==> src/design/nrq_pkg.sv <==
`default_nettype none
package nrq_pkg;

  localparam int PIX_W      = 8;
  localparam int COORD_W    = 7;
  localparam int CFG_DATA_W = 13;
  localparam int CFG_IDX_W  = 8;

  // Register indexes on the configuration channel.
  localparam logic [CFG_IDX_W-1:0] REG_SRC_WIDTH  = 8'd0;
  localparam logic [CFG_IDX_W-1:0] REG_SRC_HEIGHT = 8'd1;

  // Source size after reset, before clamping.
  localparam logic [CFG_DATA_W-1:0] SRC_DIM_RST = 13'd72;

  // Offset removed from every channel to get int8.
  localparam logic [PIX_W-1:0] QUANT_OFFSET = 8'd128;

  typedef struct packed {
    logic               emit;
    logic [COORD_W-1:0] col;
    logic [COORD_W-1:0] row;
    logic               last;
  } sel_t;

endpackage
`default_nettype wire

==> src/design/nrq_if.sv <==
`default_nettype none
interface nrq_pix_if;
  logic                       valid;
  logic                       ready;
  logic [nrq_pkg::PIX_W-1:0]  red;
  logic [nrq_pkg::PIX_W-1:0]  green;
  logic [nrq_pkg::PIX_W-1:0]  blue;
  logic                       frame_start;

  modport source (output valid, output red, output green, output blue,
                  output frame_start, input ready);
  modport sink (input valid, input red, input green, input blue,
                input frame_start, output ready);
endinterface

interface nrq_res_if;
  logic                              valid;
  logic                              ready;
  logic signed [nrq_pkg::PIX_W-1:0]  out_red;
  logic signed [nrq_pkg::PIX_W-1:0]  out_green;
  logic signed [nrq_pkg::PIX_W-1:0]  out_blue;
  logic [nrq_pkg::COORD_W-1:0]       out_col;
  logic [nrq_pkg::COORD_W-1:0]       out_row;
  logic                              frame_last;

  modport source (output valid, output out_red, output out_green, output out_blue,
                  output out_col, output out_row, output frame_last, input ready);
  modport sink (input valid, input out_red, input out_green, input out_blue,
                input out_col, input out_row, input frame_last, output ready);
endinterface

interface nrq_cfg_if;
  logic                             valid;
  logic                             ready;
  logic [nrq_pkg::CFG_IDX_W-1:0]    index;
  logic [nrq_pkg::CFG_DATA_W-1:0]   data;

  modport source (output valid, output index, output data, input ready);
  modport sink (input valid, input index, input data, output ready);
endinterface
`default_nettype wire

==> src/design/nearest_resize_int8_quantize.sv <==
// Nearest-neighbour downscaler to OUT_WIDTH x OUT_HEIGHT with int8 output. Source
// RGB888 pixels enter in raster order, one beat per clock while in_px.ready is
// high, frame_start on the first pixel of each frame. Destination pixel (dx, dy)
// takes source pixel (floor(dx*W/OUT_WIDTH), floor(dy*H/OUT_HEIGHT)), sent as
// each channel minus 128 with its coordinates and frame_last on the final one.
// src_width and src_height are clamped into [OUT_WIDTH, MAX_SRC_DIM] and
// [OUT_HEIGHT, MAX_SRC_DIM] on write; write them only while no pixel is in flight.
// Throughput is one pixel per clock while the output is not stalled, set by the
// accumulator update between the input register and the output register, from
// which result beats leave. out_px.ready reaches in_px.ready through logic.
// Pixels after the last destination row are taken and dropped until the next
// frame start. No initialisation pass after reset.
`default_nettype none
module nearest_resize_int8_quantize #(
  parameter int OUT_WIDTH   = 72,
  parameter int OUT_HEIGHT  = 72,
  parameter int MAX_SRC_DIM = 4096
) (
  input  wire logic   clk,
  input  wire logic   rst_n,
  nrq_pix_if.sink     in_px,
  nrq_res_if.source   out_px,
  nrq_cfg_if.sink     cfg_wr
);

  localparam int OUT_MAX = (OUT_WIDTH > OUT_HEIGHT) ? OUT_WIDTH : OUT_HEIGHT;
  localparam int DIM_MAX = (MAX_SRC_DIM > OUT_MAX) ? MAX_SRC_DIM : OUT_MAX;
  localparam int DIM_W   = $clog2(DIM_MAX + 1);
  localparam int ACC_W   = $clog2(DIM_MAX + OUT_WIDTH + OUT_HEIGHT);

  function automatic logic [DIM_W-1:0] clamp_dim(
    input logic [nrq_pkg::CFG_DATA_W-1:0] v,
    input int                             lo
  );
    int vi;
    int r;
    vi = int'(v);
    if (vi < lo) begin
      r = lo;
    end else if (vi > MAX_SRC_DIM) begin
      r = MAX_SRC_DIM;
    end else begin
      r = vi;
    end
    return DIM_W'(r);
  endfunction

  localparam logic [DIM_W-1:0] W_RST = clamp_dim(nrq_pkg::SRC_DIM_RST, OUT_WIDTH);
  localparam logic [DIM_W-1:0] H_RST = clamp_dim(nrq_pkg::SRC_DIM_RST, OUT_HEIGHT);

  logic [DIM_W-1:0] w_r;
  logic [DIM_W-1:0] h_r;

  logic                      s1_v_r;
  logic [nrq_pkg::PIX_W-1:0] s1_red_r, s1_green_r, s1_blue_r;
  logic                      s1_fs_r;
  logic                      adv;
  logic                      out_v_r, out_v_nxt;
  nrq_pkg::sel_t             sel;

  logic signed [nrq_pkg::PIX_W-1:0] out_red_r, out_green_r, out_blue_r;
  logic [nrq_pkg::COORD_W-1:0]      out_col_r, out_row_r;
  logic                             out_last_r;

  assign cfg_wr.ready = 1'b1;

  always_ff @(posedge clk) begin
    if (!rst_n) begin
      w_r <= W_RST;
      h_r <= H_RST;
    end else if (cfg_wr.valid) begin
      unique case (cfg_wr.index)
        nrq_pkg::REG_SRC_WIDTH:  w_r <= clamp_dim(cfg_wr.data, OUT_WIDTH);
        nrq_pkg::REG_SRC_HEIGHT: h_r <= clamp_dim(cfg_wr.data, OUT_HEIGHT);
        default: ;
      endcase
    end
  end

  // Stage one advances whenever the output register is free or draining.
  assign adv          = s1_v_r && (!out_v_r || out_px.ready);
  assign in_px.ready  = !s1_v_r || adv;

  always_ff @(posedge clk) begin
    if (!rst_n) begin
      s1_v_r <= 1'b0;
    end else if (in_px.ready) begin
      s1_v_r <= in_px.valid;
    end
  end

  always_ff @(posedge clk) begin
    if (in_px.ready && in_px.valid) begin
      s1_red_r   <= in_px.red;
      s1_green_r <= in_px.green;
      s1_blue_r  <= in_px.blue;
      s1_fs_r    <= in_px.frame_start;
    end
  end

  nrq_select #(
    .OUT_WIDTH  (OUT_WIDTH),
    .OUT_HEIGHT (OUT_HEIGHT),
    .DIM_W      (DIM_W),
    .ACC_W      (ACC_W)
  ) u_nrq_select (
    .clk         (clk),
    .rst_n       (rst_n),
    .step        (adv),
    .frame_start (s1_fs_r),
    .w           (w_r),
    .h           (h_r),
    .sel         (sel)
  );

  always_comb begin
    if (adv) begin
      out_v_nxt = sel.emit;
    end else begin
      out_v_nxt = out_v_r && !out_px.ready;
    end
  end

  always_ff @(posedge clk) begin
    if (!rst_n) begin
      out_v_r <= 1'b0;
    end else begin
      out_v_r <= out_v_nxt;
    end
  end

  always_ff @(posedge clk) begin
    if (adv && sel.emit) begin
      out_red_r   <= $signed(s1_red_r ^ nrq_pkg::QUANT_OFFSET);
      out_green_r <= $signed(s1_green_r ^ nrq_pkg::QUANT_OFFSET);
      out_blue_r  <= $signed(s1_blue_r ^ nrq_pkg::QUANT_OFFSET);
      out_col_r   <= sel.col;
      out_row_r   <= sel.row;
      out_last_r  <= sel.last;
    end
  end

  assign out_px.valid      = out_v_r;
  assign out_px.out_red    = out_red_r;
  assign out_px.out_green  = out_green_r;
  assign out_px.out_blue   = out_blue_r;
  assign out_px.out_col    = out_col_r;
  assign out_px.out_row    = out_row_r;
  assign out_px.frame_last = out_last_r;

endmodule
`default_nettype wire

==> src/design/nrq_select.sv <==
`default_nettype none
module nrq_select #(
  parameter int OUT_WIDTH  = 72,
  parameter int OUT_HEIGHT = 72,
  parameter int DIM_W      = 13,
  parameter int ACC_W      = 14
) (
  input  wire logic               clk,
  input  wire logic               rst_n,
  input  wire logic               step,
  input  wire logic               frame_start,
  input  wire logic [DIM_W-1:0]   w,
  input  wire logic [DIM_W-1:0]   h,
  output nrq_pkg::sel_t           sel
);

  localparam int DCOL_W = $clog2(OUT_WIDTH + 1);
  localparam int DROW_W = $clog2(OUT_HEIGHT + 1);

  localparam logic [DCOL_W-1:0] OW_D   = DCOL_W'(OUT_WIDTH);
  localparam logic [DCOL_W-1:0] OW_D_L = DCOL_W'(OUT_WIDTH - 1);
  localparam logic [DROW_W-1:0] OH_D   = DROW_W'(OUT_HEIGHT);
  localparam logic [DROW_W-1:0] OH_D_L = DROW_W'(OUT_HEIGHT - 1);
  localparam logic [ACC_W-1:0]  OW_A   = ACC_W'(OUT_WIDTH);
  localparam logic [ACC_W-1:0]  OH_A   = ACC_W'(OUT_HEIGHT);

  logic [DIM_W-1:0]  src_col_r,   src_col_nxt;
  logic [DCOL_W-1:0] dst_col_r,   dst_col_nxt;
  logic [DROW_W-1:0] dst_row_r,   dst_row_nxt;
  logic [ACC_W-1:0]  col_accum_r, col_accum_nxt;
  logic [ACC_W-1:0]  row_accum_r, row_accum_nxt;
  logic              row_sel_r,   row_sel_nxt;

  logic [DIM_W-1:0]  c_scol;
  logic [DCOL_W-1:0] c_dcol;
  logic [DROW_W-1:0] c_drow;
  logic [ACC_W-1:0]  c_cacc;
  logic [ACC_W-1:0]  c_racc;
  logic              c_sel;
  logic              emit;
  logic [ACC_W-1:0]  cacc_add;
  logic [ACC_W-1:0]  racc_add;
  logic [DIM_W-1:0]  scol_inc;

  always_comb begin
    // A frame start restarts the counters before this pixel is judged.
    if (frame_start) begin
      c_scol = '0;
      c_dcol = '0;
      c_drow = '0;
      c_cacc = '0;
      c_racc = '0;
      c_sel  = 1'b1;
    end else begin
      c_scol = src_col_r;
      c_dcol = dst_col_r;
      c_drow = dst_row_r;
      c_cacc = col_accum_r;
      c_racc = row_accum_r;
      c_sel  = row_sel_r;
    end

    emit = c_sel && (c_dcol < OW_D) && (c_cacc < OW_A);

    sel.emit = emit;
    sel.col  = nrq_pkg::COORD_W'(c_dcol);
    sel.row  = nrq_pkg::COORD_W'(c_drow);
    sel.last = (c_drow == OH_D_L) && (c_dcol == OW_D_L);

    cacc_add      = emit ? c_cacc + ACC_W'(w) : c_cacc;
    dst_col_nxt   = emit ? c_dcol + DCOL_W'(1) : c_dcol;
    col_accum_nxt = (cacc_add >= OW_A) ? cacc_add - OW_A : '0;

    scol_inc      = c_scol + DIM_W'(1);
    src_col_nxt   = scol_inc;
    dst_row_nxt   = c_drow;
    row_accum_nxt = c_racc;
    row_sel_nxt   = c_sel;
    racc_add      = c_racc;

    // End of a source row: wrap the column side, step the row side.
    if (scol_inc >= w) begin
      src_col_nxt   = '0;
      dst_col_nxt   = '0;
      col_accum_nxt = '0;
      racc_add      = c_sel ? c_racc + ACC_W'(h) : c_racc;
      dst_row_nxt   = c_sel ? c_drow + DROW_W'(1) : c_drow;
      row_accum_nxt = (racc_add >= OH_A) ? racc_add - OH_A : '0;
      row_sel_nxt   = (dst_row_nxt < OH_D) && (row_accum_nxt < OH_A);
    end
  end

  always_ff @(posedge clk) begin
    if (!rst_n) begin
      src_col_r   <= '0;
      dst_col_r   <= '0;
      dst_row_r   <= '0;
      col_accum_r <= '0;
      row_accum_r <= '0;
      row_sel_r   <= 1'b0;
    end else if (step) begin
      src_col_r   <= src_col_nxt;
      dst_col_r   <= dst_col_nxt;
      dst_row_r   <= dst_row_nxt;
      col_accum_r <= col_accum_nxt;
      row_accum_r <= row_accum_nxt;
      row_sel_r   <= row_sel_nxt;
    end
  end

endmodule
`default_nettype wire

==> src/flat_wrapper.sv <==
// flat-port wrapper written by rule: the top's interface ports become plain ports
module nearest_resize_int8_quantize_flat 
#(
  parameter int OUT_WIDTH   = 72,
  parameter int OUT_HEIGHT  = 72,
  parameter int MAX_SRC_DIM = 4096
)
  (clk, rst_n, in_px_valid, in_px_red, in_px_green, in_px_blue, in_px_frame_start, in_px_ready, out_px_valid, out_px_out_red, out_px_out_green, out_px_out_blue, out_px_out_col, out_px_out_row, out_px_frame_last, out_px_ready, cfg_wr_valid, cfg_wr_index, cfg_wr_data, cfg_wr_ready);
  nrq_pix_if in_px_i ();
  nrq_res_if out_px_i ();
  nrq_cfg_if cfg_wr_i ();
  input  wire logic clk;
  input  wire logic rst_n;
  input wire logic [$bits(in_px_i.valid)-1:0] in_px_valid;
  input wire logic [$bits(in_px_i.red)-1:0] in_px_red;
  input wire logic [$bits(in_px_i.green)-1:0] in_px_green;
  input wire logic [$bits(in_px_i.blue)-1:0] in_px_blue;
  input wire logic [$bits(in_px_i.frame_start)-1:0] in_px_frame_start;
  output wire logic [$bits(in_px_i.ready)-1:0] in_px_ready;
  output wire logic [$bits(out_px_i.valid)-1:0] out_px_valid;
  output wire logic [$bits(out_px_i.out_red)-1:0] out_px_out_red;
  output wire logic [$bits(out_px_i.out_green)-1:0] out_px_out_green;
  output wire logic [$bits(out_px_i.out_blue)-1:0] out_px_out_blue;
  output wire logic [$bits(out_px_i.out_col)-1:0] out_px_out_col;
  output wire logic [$bits(out_px_i.out_row)-1:0] out_px_out_row;
  output wire logic [$bits(out_px_i.frame_last)-1:0] out_px_frame_last;
  input wire logic [$bits(out_px_i.ready)-1:0] out_px_ready;
  input wire logic [$bits(cfg_wr_i.valid)-1:0] cfg_wr_valid;
  input wire logic [$bits(cfg_wr_i.index)-1:0] cfg_wr_index;
  input wire logic [$bits(cfg_wr_i.data)-1:0] cfg_wr_data;
  output wire logic [$bits(cfg_wr_i.ready)-1:0] cfg_wr_ready;
  assign in_px_i.valid = in_px_valid;
  assign in_px_i.red = in_px_red;
  assign in_px_i.green = in_px_green;
  assign in_px_i.blue = in_px_blue;
  assign in_px_i.frame_start = in_px_frame_start;
  assign in_px_ready = in_px_i.ready;
  assign out_px_valid = out_px_i.valid;
  assign out_px_out_red = out_px_i.out_red;
  assign out_px_out_green = out_px_i.out_green;
  assign out_px_out_blue = out_px_i.out_blue;
  assign out_px_out_col = out_px_i.out_col;
  assign out_px_out_row = out_px_i.out_row;
  assign out_px_frame_last = out_px_i.frame_last;
  assign out_px_i.ready = out_px_ready;
  assign cfg_wr_i.valid = cfg_wr_valid;
  assign cfg_wr_i.index = cfg_wr_index;
  assign cfg_wr_i.data = cfg_wr_data;
  assign cfg_wr_ready = cfg_wr_i.ready;
  nearest_resize_int8_quantize #(.OUT_WIDTH(OUT_WIDTH), .OUT_HEIGHT(OUT_HEIGHT), .MAX_SRC_DIM(MAX_SRC_DIM)) u_core (.clk(clk), .rst_n(rst_n), .in_px(in_px_i), .out_px(out_px_i), .cfg_wr(cfg_wr_i));
endmodule
==> config.mk <==
export PLATFORM = sky130hd
export DESIGN_NAME = nearest_resize_int8_quantize_flat
export DESIGN_NICKNAME = d
export VERILOG_FILES = /design/src/design/nrq_pkg.sv /design/src/design/nrq_if.sv /design/src/design/nearest_resize_int8_quantize.sv /design/src/design/nrq_select.sv /design/src/flat_wrapper.sv
export SDC_FILE = /design/constraint.sdc
export NUM_CORES = 1
export LEC_CHECK = 0
export ABC_AREA = 1
export BUFFER_PORTS_ARGS = -buffer_cell sky130_fd_sc_hd__buf_4
export CAP_MARGIN = 10
export CORE_ASPECT_RATIO = 2
export CORE_MARGIN = 2
export CORE_UTILIZATION = 37
export CTS_BUF_LIST = sky130_fd_sc_hd__clkbuf_2 sky130_fd_sc_hd__clkbuf_4 sky130_fd_sc_hd__clkbuf_8
export DETAILED_ROUTE_END_ITERATION = 12
export GPL_TIMING_DRIVEN = 0
export HOLD_SLACK_MARGIN = 0.03
export SLEW_MARGIN = 20
export SYNTH_ARGS = -nofsm -noshare
export SYNTH_HDL_FRONTEND = slang
export SYNTH_SLANG_ARGS = --single-unit
==> constraint.sdc <==
create_clock -name clk -period 5.6 [get_ports clk]
set_clock_uncertainty 0.2 [all_clocks]
set_input_delay 0.56 -clock clk [delete_from_list [all_inputs] [get_ports clk]]
set_output_delay 0.56 -clock clk [all_outputs]
set_load 0.01 [all_outputs]
Yosys cells after proc, flatten, opt, wreduce, memory -nomap -nowiden

Cells that the tools add are included.

Register bits after elaboration: 146
Input bits: 51
Logic and storage cells: 79

$add $sub $neg: 7
Order comparisons: 9
Equal/unequal tests: 3
Muxes and demuxes: 21
Bitwise logic cells: 3
Reductions and logical operators: 16

Operators by type and width:

| operator              | count |
|---|---|
| $mux 13               | 12 |
| $mux 7                | 6 |
| $lt 13x7->1 const B   | 3 |
| $add 13x13->13        | 2 |
| $ge 13x7->1 const B   | 2 |
| $sub 13x7->13 const B | 2 |
| $add 7x1->7 const B   | 2 |
| $eq 7x7->1 const B    | 2 |
| $lt 7x7->1 const B    | 2 |
| $add 13x1->13 const B | 1 |
| $ge 13x13->1          | 1 |
| $gt 13x13->1 const B  | 1 |
| $eq 8x1->1 const B    | 1 |
| $logic_and 1x1->1     | 8 |
| $logic_not 8->1       | 1 |
| $reduce_and 2->1      | 2 |
| $logic_not 1->1       | 3 |
| $mux 1                | 3 |
| $not 1->1             | 3 |
| $logic_or 1x1->1      | 2 |

Logic depth before layout (Yosys ltp)

Gate-level depths: netlist of the first run.

Depth in word-level cells: 8
Gate-level depth with buffers: 28
Gate-level depth less buffers: 25

Cells and area by module

Synthesis of the first run repeated with hierarchy kept, for this count alone.

Cells, all modules: 1148
Area, all modules: 8587.0 um^2

By module, submodules not included:

| module                       | instances | cells each | area an instance (um^2) | sequential area each (um^2) |
|---|---|---|---|---|
| nrq_select                   | 1         | 875        | 5263.8                  | 1081.0 |
| nearest_resize_int8_quantize | 1         | 273        | 3323.2                  | 2482.4 |

Worst setup path before layout of the first run

No wires, ideal clock.

Kind: register to register
Start: register u_core.s1_fs_r
End: register u_core.u_nrq_select.row_sel_r
Arrival: 4.114 ns
Data required time: 5.330 ns
Setup slack: 1.216 ns
Stages on the path, launching flop included: 26
Clock period less this slack: 4.384 ns
Cell sequence: edfxtp_1 > buf_6 > buf_6 > clkbuf_1 > clkbuf_1 > nor2_1 > ha_1 > nand4_1 > nor2_1 > nand2_1 > nor4_1 > nand4_1 > nor3_1 > xnor2_1 > ha_1 > nand2_1 > nor4_1 > o21ai_0 > nand3_1 > clkbuf_1 > nand3_1 > a21oi_1 > nand2_1 > nor2_1 > nand3_1 > a21oi_1

Word-level cells in the longest chain between the ends: 8
Elaborated cells between the ends (all ways): 17

RTL lines:

| what                                         | line                               | text |
|---|---|---|
| start, declared                              | nearest_resize_int8_quantize.sv:56 | `logic s1_fs_r;` |
| start signal, assigned                       | nearest_resize_int8_quantize.sv:97 | `s1_fs_r <= in_px.frame_start;` |
| $mux 13                                      | nrq_select.sv:47                   | `if (frame_start) begin` |
| $add 13x13->13                               | nrq_select.sv:86                   | `racc_add = c_sel ? c_racc + ACC_W'(h) : c_racc;` |
| $mux 13                                      | nrq_select.sv:86                   |  |
| $sub 13x7->13 or $ge 13x7->1 (tied branches) | nrq_select.sv:88                   | `row_accum_nxt = (racc_add >= OH_A) ? racc_add - OH_A : '0;` |
| $mux 13                                      | nrq_select.sv:88                   |  |
| $lt 13x7->1                                  | nrq_select.sv:89                   | `row_sel_nxt = (dst_row_nxt < OH_D) && (row_accum_nxt < OH_A);` |
| $logic_and 1x1->1                            | nrq_select.sv:89                   |  |
| $mux 1 *                                     | nrq_select.sv:82                   | `if (scol_inc >= w) begin` |
| end signal, assigned                         | nrq_select.sv:107                  | `row_sel_r <= row_sel_nxt;` |
| end, declared                                | nrq_select.sv:32                   | `logic row_sel_r, row_sel_nxt;` |

Mark *: on every way between the ends. The rest lies on a longest branch, timed or not.
A chain may end at the register's enable or synchronous reset.

Worst setup path after layout of the first run

Start: register u_core.s1_fs_r
End: register u_core.u_nrq_select.src_col_r[0]

Word-level cells in the longest chain between the ends: 4

RTL lines:

| what                 | line              | text |
|---|---|---|
| $mux 13 *            | nrq_select.sv:47  |  |
| $add 13x1->13 *      | nrq_select.sv:74  | `scol_inc = c_scol + DIM_W'(1);` |
| $ge 13x13->1         | nrq_select.sv:82  |  |
| $mux 13 *            | nrq_select.sv:82  |  |
| end signal, assigned | nrq_select.sv:102 | `src_col_r <= src_col_nxt;` |
| end, declared        | nrq_select.sv:27  | `logic [DIM_W-1:0] src_col_r, src_col_nxt;` |

Marks and branches as above.

==> results of run 1 <==
sequential cells by signal, summed over array words and instances (netlist names), 13 cells and up:
signal,count
u_core.u_nrq_select.src_col_r,13
u_core.u_nrq_select.row_accum_r,13
u_core.w_r,13
u_core.h_r,13
u_core.u_nrq_select.col_accum_r,13
critical path, stage by stage, from the launching register on:
cell      delay [ns]
edfxtp_1        0.39
buf_6           0.18
buf_6           0.18
clkbuf_4        0.24
nor2_1          0.18
ha_1            0.21
nand4_1         0.17
nor2_1          0.13
nand2_1         0.10
nor4_2          0.26
nand4_1         0.20
nor3_1          0.26
xnor2_1         0.22
ha_1            0.32
nand2_1         0.13
o21ai_0         0.10
a21oi_1         0.14
nand3_1         0.20
nor2_1          0.33
clkbuf_1        0.52
o21ai_0         0.18
a21oi_1         0.15
worst max path at each step:
stage                                                     to
after global routing           u_core.u_nrq_select.row_sel_r
final                       u_core.u_nrq_select.src_col_r[0]
after CTS                 u_core.u_nrq_select.row_accum_r[5]
after detailed placement       u_core.u_nrq_select.row_sel_r
after global placement         u_core.u_nrq_select.row_sel_r
after floorplan                u_core.u_nrq_select.row_sel_r
final cells by class:
class	count	area (sq um)
plain buffers	37	219.0
clock buffers	17	234.0
clock inverters	15	162.7
fillers	2234	12270
inverters	122	462.9
multi-input cells	761	4095
flip-flops and latches	146	3563
well taps	276	345.3
repair buffers	92	710.7
cells in the final DEF (no fill, tap or decap), types with 5 or more instances in the layout:
cell type,instances
nand2_1,263
inv_1,116
a21oi_1,104
buf_4,96
nand3_1,83
dfxtp_1,82
nor2_1,65
edfxtp_1,64
o21ai_0,51
ha_1,36
xor2_1,26
nand4_1,21
clkbuf_1,20
clkbuf_8,17
nor3_1,16
nand2_2,14
xnor2_1,9
inv_6,7
nand3_2,7
nor4_1,7
nand3b_1,6
buf_6,5
inv_2,5
nand2_4,5
or2_2,5
o211ai_1,5
nor2_2,5
per-stage QoR:
stage	instance area (sq um)	hold slack, ns	setup slack, ns
4_1_cts	9789	0.05077	0.08971
2_1_floorplan	8318	0.2003	1.216
3_3_place_gp	9346	0.2007	-0.2450
6_report	9793	0.06923	0.5292
3_5_place_dp	9382	0.2045	-0.3084
5_1_grt	9793	0.04708	0.04564
cells by family (layout without fill, tap and decap cells):
logic type / after synthesis / after routing
adder cells (fa/ha/maj): 38 / 38
other: 1 / 1
AO/OA/AOI/OAI: 180 / 180
XOR/XNOR: 35 / 35
buffers and inverters: 160 / 283
AND/OR/NAND/NOR: 507 / 507
flip-flops: 146 / 146
power breakdown:
group / total, mW / switching [mW] / leakage, nW / internal [mW]
clock: 0.835 / 0.462 / 0.203 / 0.373
sequential: 1.21 / 0.0260 / 1.27 / 1.18
combinational: 0.685 / 0.425 / 2.74 / 0.260
per-layer routing:
metal  share of wire  vias to the layer above  GRT usage
met2            0.57                      169     0.4051
met5               0                        -          0
met1            0.33                     3462     0.1903
li1                -                     3784          -
met4           0.067                        0     0.1388
met3           0.029                       81    0.02567
==> impl_metrics.env, run 1 <==
export IMPL_power_density_nw_per_um2=278.5
export IMPL_globalRouteTotalUtil=0.2086
export IMPL_fp_dieW_microns=110.0
export IMPL_synth_mux_area_frac=0
export IMPL_synth_compound_area_frac=0.1161
export IMPL_cts_buffers=17
export IMPL_drt_iter0_drc=426
export IMPL_synth_adder_area_share=0.05897
export IMPL_cp_data_arrival_time_ns=5.27
export IMPL_routed_wl_microns=23560
export IMPL_final_cells=1466
export IMPL_peakVddDrop_uv=183.8
export IMPL_gp_congestion=0.8769
export IMPL_cts_sinks=146
export IMPL_port_buffers=91
export IMPL_place_inst=1435
export IMPL_grt_antenna_before_repair=0
export IMPL_ys_warn_count=0
export IMPL_rows=77
export IMPL_startpoint_type="flip-flop"
export IMPL_synthTopCellsByCount="nand2_1 (263), inv_1 (116), a21oi_1 (104)"
export IMPL_rsz0062_at_grt="false"
export IMPL_synth_avg_cell_area_sq_um=7.796
export IMPL_worstMarginPinSlew_ns=0.9076
export IMPL_die_y_microns=216.0
export IMPL_io_pins=93
export IMPL_synthFlopType="dfxtp_1"
export IMPL_power_mw=2.727
export IMPL_synthSimpleGateAreaFrac=0.2775
export IMPL_diodes=0
export IMPL_htreeDepth=4
export IMPL_ys_types=50
export IMPL_drc=0
export IMPL_grt_pass1_vias=7565
export IMPL_insertion_delay_ns=0.46
export IMPL_worstHoldStart="in_px_blue[6]"
export IMPL_min_period_ns=5.071
export IMPL_cts_hold_buffers=0
export IMPL_drive_gt1_frac=0.1605
export IMPL_timing_worst_setup_path_type="reg -> reg"
export IMPL_grt_pass1_wl_microns=37610
export IMPL_final_nets=1266
export IMPL_yosys_area_top_type="edfxtp_1"
export IMPL_initial_utilization=0.3770
export IMPL_synth_top_family_by_area="simple AND/OR/NAND/NOR gates"
export IMPL_dpl_hpwl_microns=19010
export IMPL_grt_max_degree=26
export IMPL_synth_xor_area_frac=0.03685
export IMPL_cp_required_ns=5.79
export IMPL_postCtsSetupBuffers=0
export IMPL_synth_area_sq_um=8318
export IMPL_core_area_sq_um=22060
export IMPL_post_route_period_util=0.9055
export IMPL_synthTopCellsByArea="edfxtp_1 (23%), dfxtp_1 (20%), nand2_1 (12%)"
export IMPL_critPathLaunch="u_core.s1_fs_r"
export IMPL_synth_edf_count=64
export IMPL_via_count=7496
export IMPL_finalHoldViolCount=0
export IMPL_cts_tree="built"
export IMPL_synth_nets=1156
export IMPL_ctsRootBufferMaster="clkbuf_8"
export IMPL_cts_buffer_depth=2
export IMPL_cp_end_kind="flip-flop"
export IMPL_routed_via_density=5.113
export IMPL_ff2ff_path_depth=21
export IMPL_status="completed"
export IMPL_ys_seq_area_frac=0.4284
export IMPL_timing_fmax_mhz=197.2
export IMPL_synth_top_area_frac=0.2310
export IMPL_final_util=0.4439
export IMPL_firstDrtPassIters=6
export IMPL_clkTransAtPathRegs_ns=0.09
export IMPL_ant_nets=0
export IMPL_setup_violations=0
export IMPL_cts_resized=4
export IMPL_cp_max_fo=19
export IMPL_r2r_slack_ns=0.53
export IMPL_finalSetupTns_ns=0
export IMPL_hp_class="in -> reg"
export IMPL_die_area_sq_um=23770
export IMPL_avgRoutedWirePerCell_microns=16.07
export IMPL_grt_ovfl_total=0
export IMPL_p_leak_nw=4.206
export IMPL_slew_headroom=0.3943
export IMPL_synth_cells=1067
export IMPL_finalMaxSlewViolations=0
export IMPL_ys_ff_latch=146
export IMPL_syn_to_final_growth_pct=17.73
export IMPL_regToRegEndpoint="u_core.u_nrq_select.src_col_r[0]"
export IMPL_async_reset_ff_frac=0
export IMPL_hold_end="u_core.s1_blue_r[6]"
export IMPL_cap_violations=0
export IMPL_hold_depth=1
export IMPL_rr_startpoint="u_core.s1_fs_r"
export IMPL_synth_most_common_cell="nand2_1"
No activity file was read; power rests on OpenSTA's default activity.
==> run 2: changes to the inputs <==
--- a/config.mk
+++ b/config.mk
@@ -10,11 +10,12 @@
 export CAP_MARGIN = 10
 export CORE_ASPECT_RATIO = 2
 export CORE_MARGIN = 2
-export CORE_UTILIZATION = 37
+export CORE_UTILIZATION = 55
 export CTS_BUF_LIST = sky130_fd_sc_hd__clkbuf_2 sky130_fd_sc_hd__clkbuf_4 sky130_fd_sc_hd__clkbuf_8
 export DETAILED_ROUTE_END_ITERATION = 12
 export GPL_TIMING_DRIVEN = 0
 export HOLD_SLACK_MARGIN = 0.03
+export PLACE_DENSITY = 0.79
 export SLEW_MARGIN = 20
 export SYNTH_ARGS = -nofsm -noshare
 export SYNTH_HDL_FRONTEND = slang
==> constraint.sdc (replaced) <==
create_clock -name clk -period 4.1 [get_ports clk]
set_clock_uncertainty 0.2 [all_clocks]
set_input_delay 0.41 -clock clk [delete_from_list [all_inputs] [get_ports clk]]
set_output_delay 0.41 -clock clk [all_outputs]
set_load 0.01 [all_outputs]
==> run 2 against run 1 <==
The run now ends with setup timing left. Clock power rose by 27%. Core utilization is 27 points higher. Via count is 8.8% higher. Sequential cell count did not move. Sequential share of layout area shrank 2.6 points. Critical path depth grew 2. Final cell count shrank 1.6%. First-iteration DRC count rose by 35%. Worst setup slack worse by 0.72 ns. Global-route usage is 10 points higher. Die area shrank 32%. Wire length is 7.4% higher. Largest power group unchanged. Highest routed layer unchanged.
==> impl_metrics.env, run 2 (same netlist as run 1, synthesis figures left out) <==
export IMPL_status="finished, violations left"
export IMPL_violations="setup timing"
export IMPL_fp_dieW_microns=90.96
export IMPL_die_area_sq_um=16180
export IMPL_cp_end_kind="flip-flop"
export IMPL_ant_nets=0
export IMPL_gp_congestion=0.9366
export IMPL_grt_antenna_before_repair=0
export IMPL_clkTransAtPathRegs_ns=0.09
export IMPL_worstHoldStart="rst_n"
export IMPL_cp_data_arrival_time_ns=4.50
export IMPL_busiest_layer="met2"
export IMPL_io_pins=93
export IMPL_peakVddDrop_uv=433.3
export IMPL_avgRoutedWirePerCell_microns=17.53
export IMPL_cts_tree="built"
export IMPL_min_period_ns=4.296
export IMPL_cp_max_fo=10
export IMPL_ctsRootBufferMaster="clkbuf_8"
export IMPL_drive_gt1_frac=0.2188
export IMPL_worstMarginPinSlew_ns=1.000
export IMPL_rr_startpoint="u_core.s1_fs_r"
export IMPL_regToRegEndpoint="u_core.u_nrq_select.src_col_r[0]"
export IMPL_globalRouteTotalUtil=0.3125
export IMPL_cp_required_ns=4.30
export IMPL_insertion_delay_ns=0.48
export IMPL_rows=63
export IMPL_worst_hold_slack_ns=0.04584
export IMPL_layout_common_cells="nand2_1 (255), buf_4 (120), inv_1 (115)"
export IMPL_startpoint_type="flip-flop"
export IMPL_hold_end="u_core.h_r[9]"
export IMPL_hp_class="in -> reg"
export IMPL_cts_sinks=146
export IMPL_finalSetupTns_ns=-6.816
export IMPL_post_route_period_util=1.048
export IMPL_use_met3=0.04416
export IMPL_grt_max_degree=30
export IMPL_cts_buffer_depth=2
export IMPL_setup_violations=53
export IMPL_initial_utilization=0.5613
export IMPL_dpl_hpwl_microns=17760
export IMPL_grt_ovfl_total=0
export IMPL_drt_iter0_drc=574
export IMPL_via_count=8156
export IMPL_final_nets=1324
export IMPL_timing_worst_setup_path_type="reg -> reg"
export IMPL_finalMaxSlewViolations=0
export IMPL_firstDrtPassIters=6
export IMPL_slew_headroom=0.3324
export IMPL_dp_slack_ns=-1.112
export IMPL_fin_ws_ns=-0.1956
export IMPL_rsz0062_at_grt="true"
export IMPL_hold_depth=3
export IMPL_port_buffers=91
export IMPL_cap_violations=0
export IMPL_die_y_microns=177.9
export IMPL_power_mw=3.742
export IMPL_ff2ff_path_depth=23
export IMPL_core_area_sq_um=14820
export IMPL_power_density_nw_per_um2=354.4
export IMPL_diodes=0
export IMPL_timing_fmax_mhz=232.8
export IMPL_drc=0
export IMPL_cts_buffers=17
export IMPL_routed_wl_microns=25290
export IMPL_grt_pass1_vias=8225
export IMPL_r2r_slack_ns=-0.20
export IMPL_grt_pass1_wl_microns=39210
export IMPL_p_leak_nw=4.567
export IMPL_htreeDepth=4
export IMPL_grt_met1_usage=0.2811
export IMPL_syn_to_final_growth_pct=26.96
export IMPL_routed_via_density=5.652
export IMPL_finalHoldViolCount=0
export IMPL_final_common_cell="nand2_1"
export IMPL_use_met2=0.6105
[run 2: layout make-up]
class                      instances  area (sq um)
buffer                            38         345.3
clock buffer                      18         241.5
clock inverter                    14         125.1
fill                            1124          4259
inverter                         122         467.9
multi-input combinational        761          4339
sequential                       146          3563
tap                              195         244.0
timing repair buffer             149          1234
[run 2: through the flow]
stage,instance area (sq um),instances,util
floorplan,8338,1067,-
global placement,9265,1353,0.6252
detailed placement,9293,1354,0.6271
CTS,10390,1437,0.7014
global route,10560,1443,0.7126
finish,10560,1443,0.7126
[run 2: worst max-delay path: stages, from the launching register on]
cell	delay, ns
edfxtp_1	0.42
buf_8	0.15
buf_4	0.19
inv_6	0.10
buf_8	0.16
nand2_2	0.10
nor3_4	0.15
nand4_1	0.18
nor3_2	0.28
nand4_1	0.22
nor3_2	0.17
xor2_1	0.17
inv_1	0.07
ha_1	0.30
nand2_2	0.13
nor2_1	0.07
a21oi_2	0.17
nand3_2	0.14
buf_4	0.17
nor2_4	0.13
buf_6	0.13
clkbuf_8	0.14
o21ai_0	0.09
a21oi_1	0.14
[run 2: repair_timing]
item,CTS,global route
hold buffers,26,0
setup endpoints to repair,54,54
hold endpoints to repair,27,0
gates resized for setup,70,31
pin swaps,26,21
gates cloned,4,0
setup buffers,21,6
[run 2: worst max path at each step]
| stage | from | endpoint | slack [ns] | cells past startpoint |
|---|---|---|---|---|
| 2_1_floorplan | u_core.s1_fs_r | u_core.u_nrq_select.row_sel_r | 0.006 | 25 |
| 3_3_place_gp | u_core.s1_fs_r | u_core.u_nrq_select.col_accum_r[9] | -1.08 | 22 |
| 3_5_place_dp | u_core.s1_fs_r | u_core.u_nrq_select.src_col_r[0] | -1.11 | 22 |
| 4_1_cts | u_core.s1_fs_r | u_core.u_nrq_select.row_sel_r | -0.27 | 25 |
| 5_1_grt | u_core.s1_fs_r | u_core.u_nrq_select.row_sel_r | -0.38 | 24 |
| 6_report | u_core.s1_fs_r | u_core.u_nrq_select.src_col_r[0] | -0.20 | 23 |
[run 2: layer usage]
metal / wire [microns] / vias up
li1: - / 3906
met1: 8063 / 3750
met2: 13760 / 358
met3: 1236 / 142
met4: 2236 / 0
met5: 0 / -
[run 2: report_power, final]
| part | leakage [nW] | internal [mW] | switching, mW |
|---|---|---|---|
| logic | 3.13 | 0.401 | 0.625 |
| registers | 1.27 | 1.61 | 0.0389 |
| clock network | 0.168 | 0.441 | 0.622 |
| total | 4.57 | 2.46 | 1.29 |
==> run 3: changes to the inputs <==
--- a/config.mk
+++ b/config.mk
@@ -15,8 +15,9 @@
 export DETAILED_ROUTE_END_ITERATION = 12
 export GPL_TIMING_DRIVEN = 0
 export HOLD_SLACK_MARGIN = 0.03
-export PLACE_DENSITY = 0.79
+export PLACE_DENSITY = 0.78
 export SLEW_MARGIN = 20
 export SYNTH_ARGS = -nofsm -noshare
 export SYNTH_HDL_FRONTEND = slang
+export SYNTH_HIERARCHICAL = 1
 export SYNTH_SLANG_ARGS = --single-unit
==> run 3 against run 2 <==
The flow still finishes with violations (setup timing). Register-to-register slack improved by 0.13 ns. Combinational power decreased by 13%. Sequential share of layout area decreased by 0.56 points. Die area increased by 3.1%. Clock-buffer cell count decreased by 1. Fmax increased by 3.0%. Critical endpoint is now u_core/u_nrq_select/row_sel_r.
==> impl_metrics.env, run 3 <==
export IMPL_place_area_sq_um=9617
export IMPL_via_count=8247
export IMPL_firstDrtPassIters=5
export IMPL_ys_ff_latch=146
export IMPL_routed_wl_microns=23680
export IMPL_dpl_hpwl_microns=17520
export IMPL_fin_ws_ns=-0.06928
export IMPL_peakVddDrop_uv=390.9
export IMPL_fp_dieW_microns=92.36
export IMPL_synth_most_common_cell="nand2_1"
export IMPL_grt_max_degree=36
export IMPL_synthTopCellsByArea="edfxtp_1 (22%), dfxtp_1 (19%), nand2_1 (15%)"
export IMPL_setup_violations=22
export IMPL_grt_pass1_vias=7903
export IMPL_critical_path_buf_inv_count=5
export IMPL_slowest_stage="or4_4"
export IMPL_violations="setup timing"
export IMPL_gp_congestion=0.9275
export IMPL_layout_common_cells="nand2_1 (328), inv_1 (153), buf_4 (115)"
export IMPL_synth_cells=1148
export IMPL_final_nets=1398
export IMPL_cts_tree="built"
export IMPL_ys_types=52
export IMPL_clkTransAtPathRegs_ns=0.08
export IMPL_synth_nets=1237
export IMPL_register_area_sq_um=3563
export IMPL_finalHoldViolCount=0
export IMPL_max_stage_delay_ns=0.55
export IMPL_drive_gt1_frac=0.2065
export IMPL_synth_top_area_frac=0.2238
export IMPL_insertion_delay_ns=0.46
export IMPL_ctsRootBufferMaster="clkbuf_8"
export IMPL_crit_family="simple AND/OR/NAND/NOR gates"
export IMPL_power_density_nw_per_um2=338.0
export IMPL_io_pins=93
export IMPL_synth_area_sq_um=8587
export IMPL_worstHoldStart="rst_n"
export IMPL_crit_chain="buf_6, buf_12, nor2_4, ha_4, nand3_4, nor2_4, nand3_2, nor2_2, nand2_2, nor3_4, buf_6, xor2_2, inv_2, ha_4, nand4_1, or4_4, nand3_4, buf_12, nand3_4, a21oi_2, nand3_1, nor2_1, nand3_2, a21oi_2"
export IMPL_hp_class="in -> reg"
export IMPL_post_route_period_util=1.017
export IMPL_worstMarginPinSlew_ns=0.9548
export IMPL_power_mw=3.630
export IMPL_async_reset_ff_frac=0
export IMPL_core_area_sq_um=15290
export IMPL_cts_buffers=17
export IMPL_cp_required_ns=4.28
export IMPL_status="finished, violations left"
export IMPL_grt_pass1_wl_microns=36650
export IMPL_ant_nets=0
export IMPL_grt_ovfl_total=0
export IMPL_rows=64
export IMPL_final_fill_count=1227
export IMPL_syn_to_final_growth_pct=25.06
export IMPL_timing_fmax_mhz=239.9
export IMPL_initial_utilization=0.5614
export IMPL_routed_via_density=5.422
export IMPL_startpoint_type="flip-flop"
export IMPL_rr_startpoint="u_core/s1_fs_r"
export IMPL_die_y_microns=180.7
export IMPL_critPathLaunch="u_core/s1_fs_r"
export IMPL_multiInputGateArea_sq_um=4382
export IMPL_rsz0062_at_grt="true"
export IMPL_synth_avg_cell_area_sq_um=7.480
export IMPL_cap_violations=0
export IMPL_place_inst=1438
export IMPL_final_cells=1521
export IMPL_port_buffers=91
export IMPL_drt_iter0_drc=531
export IMPL_synthFlopType="dfxtp_1"
export IMPL_avgRoutedWirePerCell_microns=15.57
export IMPL_timing_worst_setup_path_type="reg -> reg"
export IMPL_ys_seq_area_frac=0.4150
export IMPL_globalRouteTotalUtil=0.2783
export IMPL_dp_slack_ns=-0.8161
export IMPL_die_area_sq_um=16690
export IMPL_min_period_ns=4.169
export IMPL_cts_buffer_depth=2
export IMPL_drc=0
export IMPL_cp_data_arrival_time_ns=4.35
export IMPL_yosys_area_top_type="edfxtp_1"
export IMPL_ys_warn_count=6
export IMPL_slew_headroom=0.3627
export IMPL_htreeDepth=4
export IMPL_synthTopCellsByCount="nand2_1 (334), inv_1 (156), a21oi_1 (98)"
export IMPL_p_leak_nw=4.863
export IMPL_final_util=0.7021
export IMPL_final_common_cell="nand2_1"
export IMPL_synth_edf_count=64
export IMPL_final_area_sq_um=10740
export IMPL_cp_end_kind="flip-flop"
export IMPL_finalMaxSlewViolations=0
export IMPL_cp_max_fo=6
export IMPL_grt_antenna_before_repair=0
export IMPL_cts_sinks=146
export IMPL_cpMostUsedCell="nand3_4"
[run 3: repair_timing]
item                                    in CTS  in global routing
resized for setup                           15                 44
buffers inserted                             9                 15
endpoints found under the hold margin       26                  0
hold buffers                                26                  0
gates cloned                                 1                  3
pin swaps                                   10                 27
endpoints found under the setup margin      54                 52
[run 3: power by group]
group	leakage, nW	switching, mW	total (mW)	internal (mW)
registers	1.27	0.0306	1.64	1.60
logic	3.41	0.550	0.899	0.349
clock network	0.188	0.600	1.10	0.495
total	4.86	1.18	3.63	2.45
[run 3: kinds of logic (layout without fill, tap and decap cells)]
logic type	count (synthesis)	after routing	synth area share
other	1	2	0.0004367
AO/OA/AOI/OAI	156	156	0.1055
flip-flops	146	146	0.4150
XOR/XNOR	35	35	0.03570
AND/OR/NAND/NOR	566	566	0.2853
buffers and inverters	206	380	0.1010
adder cells (fa/ha/maj)	38	38	0.05712
[run 3: layer usage]
metal | vias to the layer above | track usage | share of wire
met3 | 118 | 0.04587 | 0.044
met1 | 3777 | 0.2644 | 0.35
met4 | 0 | 0.1833 | 0.067
met2 | 317 | 0.5288 | 0.54
met5 | - | 0 | 0
li1 | 4035 | - | -
[run 3: worst min-delay path: stages]
cell and delay (ns):
buf_4 0.14, nand2_1 0.06, a21oi_1 0.03
[run 3: area by class of cell]
type,count,area share
Clock inverter,15,0.01328
Buffer,31,0.02295
Inverter,171,0.06093
Antenna cell,1,0.0002330
Multi-Input combinational cell,796,0.4080
Timing Repair Buffer,146,0.1179
Sequential cell,146,0.3318
Tap cell,198,0.02307
Clock buffer,17,0.02179
[run 3: stage by stage]
stage	hold slack, ns	setup TNS (ns)
after CTS	0.03149	0
final	0.03851	-0.4795
after global routing	0.04062	-8.791
after floorplan	0.2003	-0.0009743
after detailed placement	0.2083	-32.89
after global placement	0.2009	-31.66
[run 3: final timing paths]
check,slack [ns],endpoint,depth (start not counted)
worst min-delay path,0.04,u_core/h_r[0],3
worst min register to register,0.23,u_core/out_px.out_blue[1],0
worst max register to register,-0.07,u_core/u_nrq_select/row_sel_r,24
worst max-delay path,-0.07,u_core/u_nrq_select/row_sel_r,24
